**config.mk**
```make
export PLATFORM = sky130hd
export DESIGN_NAME = expiry_sorted_priority_queue_top
export DESIGN_NICKNAME = d
export VERILOG_FILES = /design/src/sv/eqpq_pkg.sv /design/src/sv/eqpq_ram.sv /design/src/sv/expiry_sorted_priority_queue_top.sv
export SDC_FILE = /design/constraint.sdc
export NUM_CORES = 1
export LEC_CHECK = 0
export ABC_CLOCK_PERIOD_IN_PS = 3700
export CELL_PAD_IN_SITES_DETAIL_PLACEMENT = 0
export CELL_PAD_IN_SITES_GLOBAL_PLACEMENT = 2
export CORE_MARGIN = 5
export CORE_UTILIZATION = 46
export CTS_CLUSTER_DIAMETER = 200
export CTS_CLUSTER_SIZE = 40
export DETAILED_ROUTE_END_ITERATION = 10
export DONT_BUFFER_PORTS = 1
export HOLD_SLACK_MARGIN = 0.1
export PLACE_DENSITY_LB_ADDON = 0.08
export SYNTH_ARGS = -nofsm -noshare
export SYNTH_HDL_FRONTEND = slang
export SYNTH_SLANG_ARGS = --single-unit
export TNS_END_PERCENT = 20
```
**constraint.sdc**
```tcl
create_clock -name i_clk -period 3.7 [get_ports i_clk]
set_clock_uncertainty 0.15 [all_clocks]
set_input_delay 0.74 -clock i_clk [delete_from_list [all_inputs] [get_ports i_clk]]
set_output_delay 0.74 -clock i_clk [all_outputs]
set_load 0.005 [all_outputs]
```
**src/sv/eqpq_pkg.sv**
```systemverilog
package eqpq_pkg;

    localparam int QUEUE_DEPTH_DEF = 16;
    localparam int TIME_BITS_DEF   = 16;
    localparam int PORT_TIME_W     = 16;
    localparam int TOTAL_W         = 16;

    typedef enum logic [1:0] {
        OP_QUERY  = 2'd0,
        OP_INSERT = 2'd1,
        OP_REMOVE = 2'd2,
        OP_CLEAR  = 2'd3
    } t_op;

endpackage

```
**src/sv/eqpq_ram.sv**
```systemverilog
module eqpq_ram #(
    parameter int WIDTH = 8,
    parameter int DEPTH = 16
) (
    input  logic                     i_clk,
    input  logic                     i_we,
    input  logic [$clog2(DEPTH)-1:0] i_waddr,
    input  logic [WIDTH-1:0]         i_wdata,
    input  logic [$clog2(DEPTH)-1:0] i_raddr,
    output logic [WIDTH-1:0]         o_rdata
);

    logic [WIDTH-1:0] r_mem [DEPTH];
    logic [WIDTH-1:0] r_rdata;

    always_ff @(posedge i_clk) begin
        if (i_we) begin
            r_mem[i_waddr] <= i_wdata;
        end
        r_rdata <= r_mem[i_raddr];
    end

    assign o_rdata = r_rdata;

endmodule

```
**src/sv/expiry_sorted_priority_queue_top.sv**
```systemverilog
// expiry-sorted priority queue
// command channel: start with i_operation, i_expiry_time, i_unit_class is taken
// at a rising edge where start is high and busy is low. operations are query,
// insert, remove head and clear the insertion counter.
// result channel: o_valid is high for one cycle and marks the transaction on
// o_head_time, o_queue_empty, o_occupancy, o_class_a_held, o_class_b_held,
// o_inserted_total and o_insert_dropped, all describing the queue after the
// operation. the receiver cannot hold a result off.
// entries sit in a circular buffer in one RAM (one write, one registered read
// port). remove advances the head pointer. insert walks from the tail toward
// the head, one RAM read and compare per entry, moving larger entries up one.
// sequence: query, remove, clear and a refused insert pass S_HEAD and S_HWAIT
// before o_valid; an insert first passes S_SCAN and S_WAIT for each compared
// held entry (up to occupancy), with a final S_SCAN when the entry lands at the
// head. busy drops in the strobe cycle, so the next command may be accepted
// there.
// reset empties the queue and zeroes the class counts and insertion counter;
// RAM contents are left as they are.
module expiry_sorted_priority_queue_top
    import eqpq_pkg::*;
#(
    parameter int QUEUE_DEPTH = QUEUE_DEPTH_DEF,
    parameter int TIME_BITS   = TIME_BITS_DEF,
    localparam int CNT_W      = $clog2(QUEUE_DEPTH + 1)
) (
    input  logic                   i_clk,
    input  logic                   i_rst_n,
    input  logic                   start,
    output logic                   busy,
    input  logic [1:0]             i_operation,
    input  logic [PORT_TIME_W-1:0] i_expiry_time,
    input  logic                   i_unit_class,
    output logic                   o_valid,
    output logic [PORT_TIME_W-1:0] o_head_time,
    output logic                   o_queue_empty,
    output logic [CNT_W-1:0]       o_occupancy,
    output logic [CNT_W-1:0]       o_class_a_held,
    output logic [CNT_W-1:0]       o_class_b_held,
    output logic [TOTAL_W-1:0]     o_inserted_total,
    output logic                   o_insert_dropped
);

    localparam int ADDR_W = $clog2(QUEUE_DEPTH);
    localparam int ENT_W  = TIME_BITS + 1;

    typedef enum logic [4:0] {
        S_IDLE  = 5'b00001,
        S_SCAN  = 5'b00010,
        S_WAIT  = 5'b00100,
        S_HEAD  = 5'b01000,
        S_HWAIT = 5'b10000
    } t_state;

    t_state               r_state, n_state;
    logic [ADDR_W-1:0]    r_head, n_head;
    logic [CNT_W-1:0]     r_count, n_count;
    logic [CNT_W-1:0]     r_cnt_a, n_cnt_a;
    logic [CNT_W-1:0]     r_cnt_b, n_cnt_b;
    logic [TOTAL_W-1:0]   r_total, n_total;
    logic                 r_dropped, n_dropped;
    logic                 r_valid, n_valid;
    logic [TIME_BITS-1:0] r_key, n_key;
    logic                 r_cls, n_cls;
    logic [ADDR_W-1:0]    r_idx, n_idx;
    logic                 r_head_cls, n_head_cls;
    logic [PORT_TIME_W-1:0] r_head_time, n_head_time;

    logic                 w_we;
    logic [ADDR_W-1:0]    w_waddr;
    logic [ENT_W-1:0]     w_wdata;
    logic [ADDR_W-1:0]    w_raddr;
    logic [ENT_W-1:0]     w_rdata;
    logic [TIME_BITS-1:0] w_rd_time;
    logic                 w_rd_cls;
    t_op                  w_op;

    function automatic logic [ADDR_W-1:0] f_phys(input logic [ADDR_W-1:0] head,
                                                 input logic [ADDR_W-1:0] pos);
        logic [ADDR_W:0] s;
        s = {1'b0, head} + {1'b0, pos};
        if (s >= (ADDR_W+1)'(QUEUE_DEPTH)) begin
            s = s - (ADDR_W+1)'(QUEUE_DEPTH);
        end
        return s[ADDR_W-1:0];
    endfunction

    eqpq_ram #(
        .WIDTH(ENT_W),
        .DEPTH(QUEUE_DEPTH)
    ) u_ram (
        .i_clk  (i_clk),
        .i_we   (w_we),
        .i_waddr(w_waddr),
        .i_wdata(w_wdata),
        .i_raddr(w_raddr),
        .o_rdata(w_rdata)
    );

    assign w_rd_time = w_rdata[TIME_BITS-1:0];
    assign w_rd_cls  = w_rdata[TIME_BITS];
    assign w_op      = t_op'(i_operation);

    always_comb begin
        n_state     = r_state;
        n_head      = r_head;
        n_count     = r_count;
        n_cnt_a     = r_cnt_a;
        n_cnt_b     = r_cnt_b;
        n_total     = r_total;
        n_dropped   = r_dropped;
        n_valid     = 1'b0;
        n_key       = r_key;
        n_cls       = r_cls;
        n_idx       = r_idx;
        n_head_cls  = r_head_cls;
        n_head_time = r_head_time;
        w_we        = 1'b0;
        w_waddr     = f_phys(r_head, r_idx);
        w_wdata     = {r_cls, r_key};
        w_raddr     = r_head;
        case (r_state)
            S_IDLE: begin
                if (start) begin
                    n_key     = TIME_BITS'(i_expiry_time);
                    n_cls     = i_unit_class;
                    n_dropped = 1'b0;
                    n_state   = S_HEAD;
                    case (w_op)
                        OP_INSERT: begin
                            if (r_count == CNT_W'(QUEUE_DEPTH)) begin
                                n_dropped = 1'b1;
                            end else begin
                                n_idx   = r_count[ADDR_W-1:0];
                                n_count = r_count + 1'b1;
                                if (i_unit_class) begin
                                    n_cnt_b = r_cnt_b + 1'b1;
                                end else begin
                                    n_cnt_a = r_cnt_a + 1'b1;
                                end
                                if (r_total != '1) begin
                                    n_total = r_total + 1'b1;
                                end
                                n_state = S_SCAN;
                            end
                        end
                        OP_REMOVE: begin
                            if (r_count != '0) begin
                                n_head  = f_phys(r_head, ADDR_W'(1));
                                n_count = r_count - 1'b1;
                                if (r_head_cls) begin
                                    n_cnt_b = r_cnt_b - 1'b1;
                                end else begin
                                    n_cnt_a = r_cnt_a - 1'b1;
                                end
                            end
                        end
                        OP_CLEAR: begin
                            n_total = '0;
                        end
                        default: begin
                        end
                    endcase
                end
            end
            S_SCAN: begin
                if (r_idx == '0) begin
                    w_we    = 1'b1;
                    n_state = S_HEAD;
                end else begin
                    w_raddr = f_phys(r_head, r_idx - 1'b1);
                    n_state = S_WAIT;
                end
            end
            S_WAIT: begin
                w_we = 1'b1;
                if (w_rd_time > r_key) begin
                    w_wdata = w_rdata;
                    n_idx   = r_idx - 1'b1;
                    n_state = S_SCAN;
                end else begin
                    n_state = S_HEAD;
                end
            end
            S_HEAD: begin
                n_state = S_HWAIT;
            end
            S_HWAIT: begin
                n_valid     = 1'b1;
                n_head_cls  = w_rd_cls;
                n_head_time = (r_count == '0) ? '0 : PORT_TIME_W'(w_rd_time);
                n_state     = S_IDLE;
            end
            default: begin
                n_state = S_IDLE;
            end
        endcase
    end

    always_ff @(posedge i_clk) begin
        if (!i_rst_n) begin
            r_state   <= S_IDLE;
            r_head    <= '0;
            r_count   <= '0;
            r_cnt_a   <= '0;
            r_cnt_b   <= '0;
            r_total   <= '0;
            r_dropped <= 1'b0;
            r_valid   <= 1'b0;
        end else begin
            r_state   <= n_state;
            r_head    <= n_head;
            r_count   <= n_count;
            r_cnt_a   <= n_cnt_a;
            r_cnt_b   <= n_cnt_b;
            r_total   <= n_total;
            r_dropped <= n_dropped;
            r_valid   <= n_valid;
        end
    end

    always_ff @(posedge i_clk) begin
        r_key       <= n_key;
        r_cls       <= n_cls;
        r_idx       <= n_idx;
        r_head_cls  <= n_head_cls;
        r_head_time <= n_head_time;
    end

    assign busy             = (r_state != S_IDLE);
    assign o_valid          = r_valid;
    assign o_head_time      = r_head_time;
    assign o_queue_empty    = (r_count == '0);
    assign o_occupancy      = r_count;
    assign o_class_a_held   = r_cnt_a;
    assign o_class_b_held   = r_cnt_b;
    assign o_inserted_total = r_total;
    assign o_insert_dropped = r_dropped;

endmodule

```
## After elaboration in Yosys (flattened, before gate mapping)

Memory sizes are Yosys's and may differ from the RTL's. A register that Yosys moved wholly into a read port is not among the register bits.
Cells that the tools add are included.

- Input bits: 22
- Memories kept: 1
- Memory bits (writable): 272
- Logic and storage cells: 108
- Register bits after elaboration: 80
- Output and inout port bits: 51

Memories:

| name | depth | bits a word | rd ports | clocked after memory_dff | write ports | RTL line | text |
|---|---|---|---|---|---|---|---|
| u_ram.r_mem | 16 | 17 | 1 | 1 | 1 | eqpq_ram.sv:13 | `logic [WIDTH-1:0] r_mem [DEPTH];` |

- Add/sub/neg operators: 14
- Magnitude comparators: 4
- Mux-type cells: 41
- Reductions and logical operators: 13
- Equal/unequal tests: 22

Operators by type and width:

| operator | number |
|---|---|
| 2-to-1 mux 5 bit | 11 |
| 2-to-1 mux 4 bit | 13 |
| 2-to-1 mux 17 bit | 2 |
| 2-to-1 mux 16 bit | 2 |
| case mux 16 bit (2 select lines) | 1 |
| case mux 5 bit (2 select lines) | 3 |
| inequality test 2 bit (second input constant) | 10 |
| case mux 5 bit (4 select lines) | 1 |
| adder 16 x 1 -> 16 bit (second input constant) | 1 |
| > comparator 16 bit | 1 |
| inequality test 16 bit (second input constant) | 1 |
| subtractor 4 x 1 -> 4 bit (second input constant) | 4 |
| adder 5 x 1 -> 5 bit (second input constant) | 3 |
| greater-or-equal comparator 5 bit (second input constant) | 3 |
| AND reduction 5 bit | 3 |
| subtractor 5 x 1 -> 5 bit (second input constant) | 3 |
| AND reduction 7 bit | 2 |
| adder 4 x 4 -> 5 bit | 2 |
| equality test 5 bit (second input constant) | 2 |
| case mux 4 bit (2 select lines) | 1 |
| 2-to-1 mux 1 bit | 6 |
| nonzero test 2 bit | 3 |
| adder 4 x 1 -> 5 bit (second input constant) | 1 |
| equality test 5 x 1 -> 1 bit (second input constant) | 1 |
| 13 further kinds | 14 |

## Depth between registers and ports, before layout

- Word-level depth: 6
- Mapped depth: 12
- Mapped depth without buffers: 11

## By module

From an unflattened synthesis, not the netlist that was laid out.

- Cells, all modules: 895
- Area, all modules: 15194.6 sq um

By module, submodules not included:

| module | area an instance (sq um) | sequential area each (sq um) | instances | cells an instance |
|---|---|---|---|---|
| eqpq_ram | 10637.7 | 8508.2 | 1 | 458 |
| expiry_sorted_priority_queue_top | 4556.9 | 1981.9 | 1 | 437 |

## Least setup slack after synthesis

OpenSTA, ideal clock, no wires.

- Path kind: reg2reg
- Start point: register r_head[0]
- End point: memory u_ram.r_mem[1][0] (netlist name), enable pin
- Path buffers: 0
- Setup slack: 0.836 ns
- Arrival time: 2.323 ns
- Data required time: 3.160 ns
- Cell stages (with the launch flop): 5
- Library setup time: 0.390 ns
- Period minus slack after synthesis: 2.864 ns
- Cell sequence: dfxtp_1 > ha_1 > fa_1 > or3_1 > nor2_1

- Cells in the longest elaborated chain, start to end: 3
- Elaborated cells between the ends (all ways): 4
- Those cells by class: add/sub: 2; order compare: 1; mux: 1

Ends and longest elaborated chain:

| what | RTL line | text |
|---|---|---|
| from (decl) | expiry_sorted_priority_queue_top.sv:55 | `logic [ADDR_W-1:0] r_head, n_head;` |
| from (signal assigned) | expiry_sorted_priority_queue_top.sv:211 | `r_head <= n_head;` |
| adder 4 x 4 -> 5 bit * | expiry_sorted_priority_queue_top.sv:80 | `s = {1'b0, head} + {1'b0, pos};` |
| subtractor 4 x 1 -> 4 bit or greater-or-equal comparator 5 bit (tied branches) | expiry_sorted_priority_queue_top.sv:82, expiry_sorted_priority_queue_top.sv:81 |  |
| 2-to-1 mux 4 bit * | expiry_sorted_priority_queue_top.sv:81 | `if (s >= (ADDR_W+1)'(QUEUE_DEPTH)) begin` |
| to (decl) | eqpq_ram.sv:13 |  |

Mark *: on every way between the ends. The rest lies on a longest branch, timed or not.

## Worst setup path in the final report

- Start point: register r_idx[0]
- End point: register u_ram.r_rdata[12], in the netlist u_ram.o_rdata[12], read port of u_ram.r_mem

- Cells in the longest elaborated chain, start to end: 6
- Elaborated cells between the ends (all ways): 8
- Those cells by class: add/sub: 3; order compare: 1; mux: 3; reduce/logical: 1

Ends and longest elaborated chain:

| what | RTL line | text |
|---|---|---|
| from (decl) | expiry_sorted_priority_queue_top.sv:64 | `logic [ADDR_W-1:0] r_idx, n_idx;` |
| from (signal assigned) | expiry_sorted_priority_queue_top.sv:224 | `r_idx <= n_idx;` |
| subtractor 4 x 1 -> 4 bit | expiry_sorted_priority_queue_top.sv:170 | `w_raddr = f_phys(r_head, r_idx - 1'b1);` |
| adder 4 x 4 -> 5 bit | expiry_sorted_priority_queue_top.sv:80 |  |
| subtractor 4 x 1 -> 4 bit or greater-or-equal comparator 5 bit (tied branches) | expiry_sorted_priority_queue_top.sv:82, expiry_sorted_priority_queue_top.sv:81 |  |
| 2-to-1 mux 4 bit | expiry_sorted_priority_queue_top.sv:81 |  |
| 2-to-1 mux 4 bit * | expiry_sorted_priority_queue_top.sv:166 | `if (r_idx == '0) begin` |
| 2-to-1 mux 4 bit * | expiry_sorted_priority_queue_top.sv:121 | `case (r_state)` |
| to (decl) | eqpq_ram.sv:14 | `logic [WIDTH-1:0] r_rdata;` |

Marked as above.
A chain may end at the register's enable or synchronous reset.

==> results.md <==
* Worst-path fanout max at 29
* Maximum VDD drop at about 0.36 mV
* Pwr/cell area at 516 nW/µm²
* Synthesized Nets at approximately 1200
* Clk sinks at between 300 and 400
* Max Slew Vio Count at 0
* Final wirelength at around 37 mm
* Critical Path RT at between 4000 and 5000 ps
* Worst endpoint data arrival time at 3490 ps
* Synthesized flop and latch total at around 370
* Initial antenna violation count at 0
* EDFF count, synth at a little over 300
* Postcts setup bufs at 0
* Switching Share at between 20 and 30%
* Sequential Power Share at roughly 60%
* Number of diodes at 0
* Pin count of the biggest net entering global routing at 68
* FFs w/ async S/R, synth at 0%
* Die Y at slightly below 200 µm
* Crit start category: flip-flop
* Leak at 5.93 nW
* Num CTS Buffers at 13
* Number of global-route vias before repair at ~8600
* Synth Warn # at 0
* Rel. slew slack at roughly 28%
* Slowest CP cell: edfxtp_1
* CP max stage delay at ~450 ps
* Initial DRC Count at roughly 740
* CTS resizes at 0
* GPL Wtd Cong at roughly 0.75
* All-Layer GR Usage at 19.1%
* WHS Path Cells at 0
* Worst min-delay path class: in -> reg
* Clk network pwr share at 21.9%
* Setup TNS at 0 ps
* Sequential-to-total area share from yosys stat at 67.2%
* DR DRC count at 0
* Die Width at between 150 and 200 µm
* Crit end category: flip-flop
* Ports at 73
* Die Area at about 38000 µm²
* Initial core utilization at a little under half
* Slew @ Worst Pin at 1070 ps
* CP Cell Sequence: inv_1 > ha_1 > nor3b_2 > and4bb_1 > mux2i_4 > buf_4 > buf_4 > and2_0 > a211oi_1 > a31oi_1 > a221o_1
* RSZ-0062 raised after global routing: no
* Port buffer count at 0
* Synthesized area per cell at about 14 µm²
* Site row count at 67
* Final net count at 1200
* CTS clk-pin slew, worst paths at approximately 140 ps
* Internal at roughly 6.2 mW
* Global-route wire length before repair at approximately 56 mm
* Most used DFF post-synth: edfxtp_1
* Mapped Area at 15600 µm²
* Vias at between 8000 and 9000
* R2r worst-path depth at 11
* Global route overflow at 0
* Final setup viols at 0
* P_sw at about 2.5 mW
* Share of layout cells above drive strength 1 at 10.2%
* Root Driver: clkbuf_16
* Status: finished clean
* Cts hold-fix bufs at 0
* CTS HTree Levels at 1
* Drt pass-1 iters at 5
* DP HPWL at ~22 mm
* Wire per inst at 23.2 µm
* CTS tree: yes
* Minimum clock period at approximately 3200 ps
* Via-per-instance ratio at around 5.6
* Area Growth Syn to Fin at 7.31%
* Comb pwr share at approximately a fifth
* Core region area at about 34000 µm²
* Fillcell total at between 2000 and 3000
* Maximum clock frequency at 316 MHz
* Fin crit share at 85.6%
* Antenna-violating nets left at 0
* Synth cell types at 56
* Max cap viols at 0
* Final hold violation count at 0
* Clock latency on the worst-skew pair at 520 ps
* CTS Buffer Depth at 3
* Synth Instances at around 1100
* Util after Layout at about half
* Total Power at between 8 and 9 mW
* Most used cell, CP: buf_4
* Crit path kind: reg -> reg
area by class of cell:
class / count / area, µm² / area share, %
inverters: 38 / 143 / 0.851
repair buffers: 41 / 395 / 2.36
clock inverters: 1 / 30.0 / 0.179
multi-input cells: 676 / 4790 / 28.6
flip-flops and latches: 369 / 10500 / 62.6
well taps: 448 / 561 / 3.34
clock buffers: 20 / 352 / 2.10
Yosys cell counts, types with 4 or more instances:
| cell type | number | area [µm²] |
|---|---|---|
| and2_0 | 29 | 181 |
| nand3_1 | 8 | 40.0 |
| edfxtp_1 | 310 | 9310 |
| dfxtp_1 | 59 | 1180 |
| ha_1 | 34 | 425 |
| and2_1 | 32 | 200 |
| o32ai_1 | 17 | 149 |
| nand2_1 | 128 | 480 |
| a21oi_1 | 19 | 95.1 |
| a31oi_1 | 35 | 219 |
| or3_1 | 8 | 50.1 |
| mux2i_1 | 40 | 400 |
| nor2_1 | 44 | 165 |
| nor3_1 | 4 | 20.0 |
| buf_4 | 7 | 52.6 |
| nor2b_1 | 28 | 175 |
| nand2b_1 | 4 | 25.0 |
| nand4_1 | 10 | 62.6 |
| buf_2 | 17 | 85.1 |
| a221o_1 | 17 | 170 |
| a211oi_1 | 54 | 405 |
| and3_1 | 22 | 138 |
| xnor2_1 | 24 | 210 |
| fa_1 | 5 | 100 |
| mux2_2 | 36 | 405 |
| o21a_1 | 4 | 30.0 |
| inv_1 | 38 | 143 |
| xor2_1 | 12 | 105 |
| clkbuf_1 | 25 | 93.8 |
| o21ai_0 | 17 | 85.1 |
| a21o_1 | 14 | 105 |
routing by layer:
layer  vias up  GRT usage (%)  part of all wire (%)
li1       4225              -                     -
met1      4429           29.3                    49
met2       173           30.6                    46
met3        26           2.02                   3.7
met4         0           2.71                   1.3
met5         -              0                     0
through the flow:
| stage | instances | hold WS [ps] | worst slack [ps] | cell area (µm²) |
|---|---|---|---|---|
| final | 1593 | 154 | 532 | 16800 |
| after global routing | 1593 | 119 | 261 | 16800 |
| after CTS | 1593 | 135 | 513 | 16800 |
| after detailed placement | 1572 | 361 | 557 | 16400 |
| after global placement | 1572 | 346 | 561 | 16400 |
| after floorplan | 1134 | 254 | 836 | 15600 |
final timing paths:
path	slack (ps)	end	startpoint
worst max-delay path	530	u_ram.o_rdata[12]$_DFF_P_	r_idx[0]$_DFFE_PP_
worst min-delay path	150	r_key[15]$_DFFE_PP_	i_expiry_time[15]
worst max register to register	530	u_ram.o_rdata[12]$_DFF_P_	r_idx[0]$_DFFE_PP_
worst min register to register	380	o_class_b_held[4]$_SDFFE_PN0P_	o_class_b_held[4]$_SDFFE_PN0P_
registers in the layout (all words and copies together), names as in the netlist, 4 cells and up:
name and flops:
u_ram.r_mem 272, o_class_a_held 5, o_class_b_held 5, r_head 4, r_key 16, r_idx 4, o_head_time 16, u_ram.o_rdata 17
r_state 5, o_occupancy 5, o_inserted_total 16
cell families after synthesis:
logic type	share of synthesized area (%)
AOI/OAI and AO/OA	9.00
xor gates and xnor gates	2.02
adders and majority gates	3.36
buffers and inverters	2.49
DFF	67.2
muxes	5.40
and+or+nand+nor	10.6
worst max-delay path: cells and delay by family (launching register included):
kind | cells | cell delay (ps)
buf+inv | 3 | 780
simple gates | 3 | 750
flops | 1 | 450
compound gates | 3 | 430
mux | 1 | 320
fa+ha+maj | 1 | 220
placed cells by master, fill, tap and decap left out, types with 32 or more instances in the layout:
cell and count:
a211oi_1 54, a31oi_1 35, and2_1 32, buf_4 34, dfxtp_1 59, edfxtp_1 310, ha_1 34, inv_1 38
mux2_2 36, mux2i_1 40, nand2_1 128
power groups by stage:
stage | Combinational [mW] | Clock (mW) | Sequential, mW
floorplan | 1.18 | 0 | 5.10
detailed placement | 1.66 | 0 | 5.21
CTS | 1.66 | 1.97 | 5.12
global placement | 1.64 | 0 | 5.22
global route | 1.83 | 2.11 | 5.14
finish | 1.64 | 1.90 | 5.12
No activity file was read; power rests on OpenSTA's default activity.
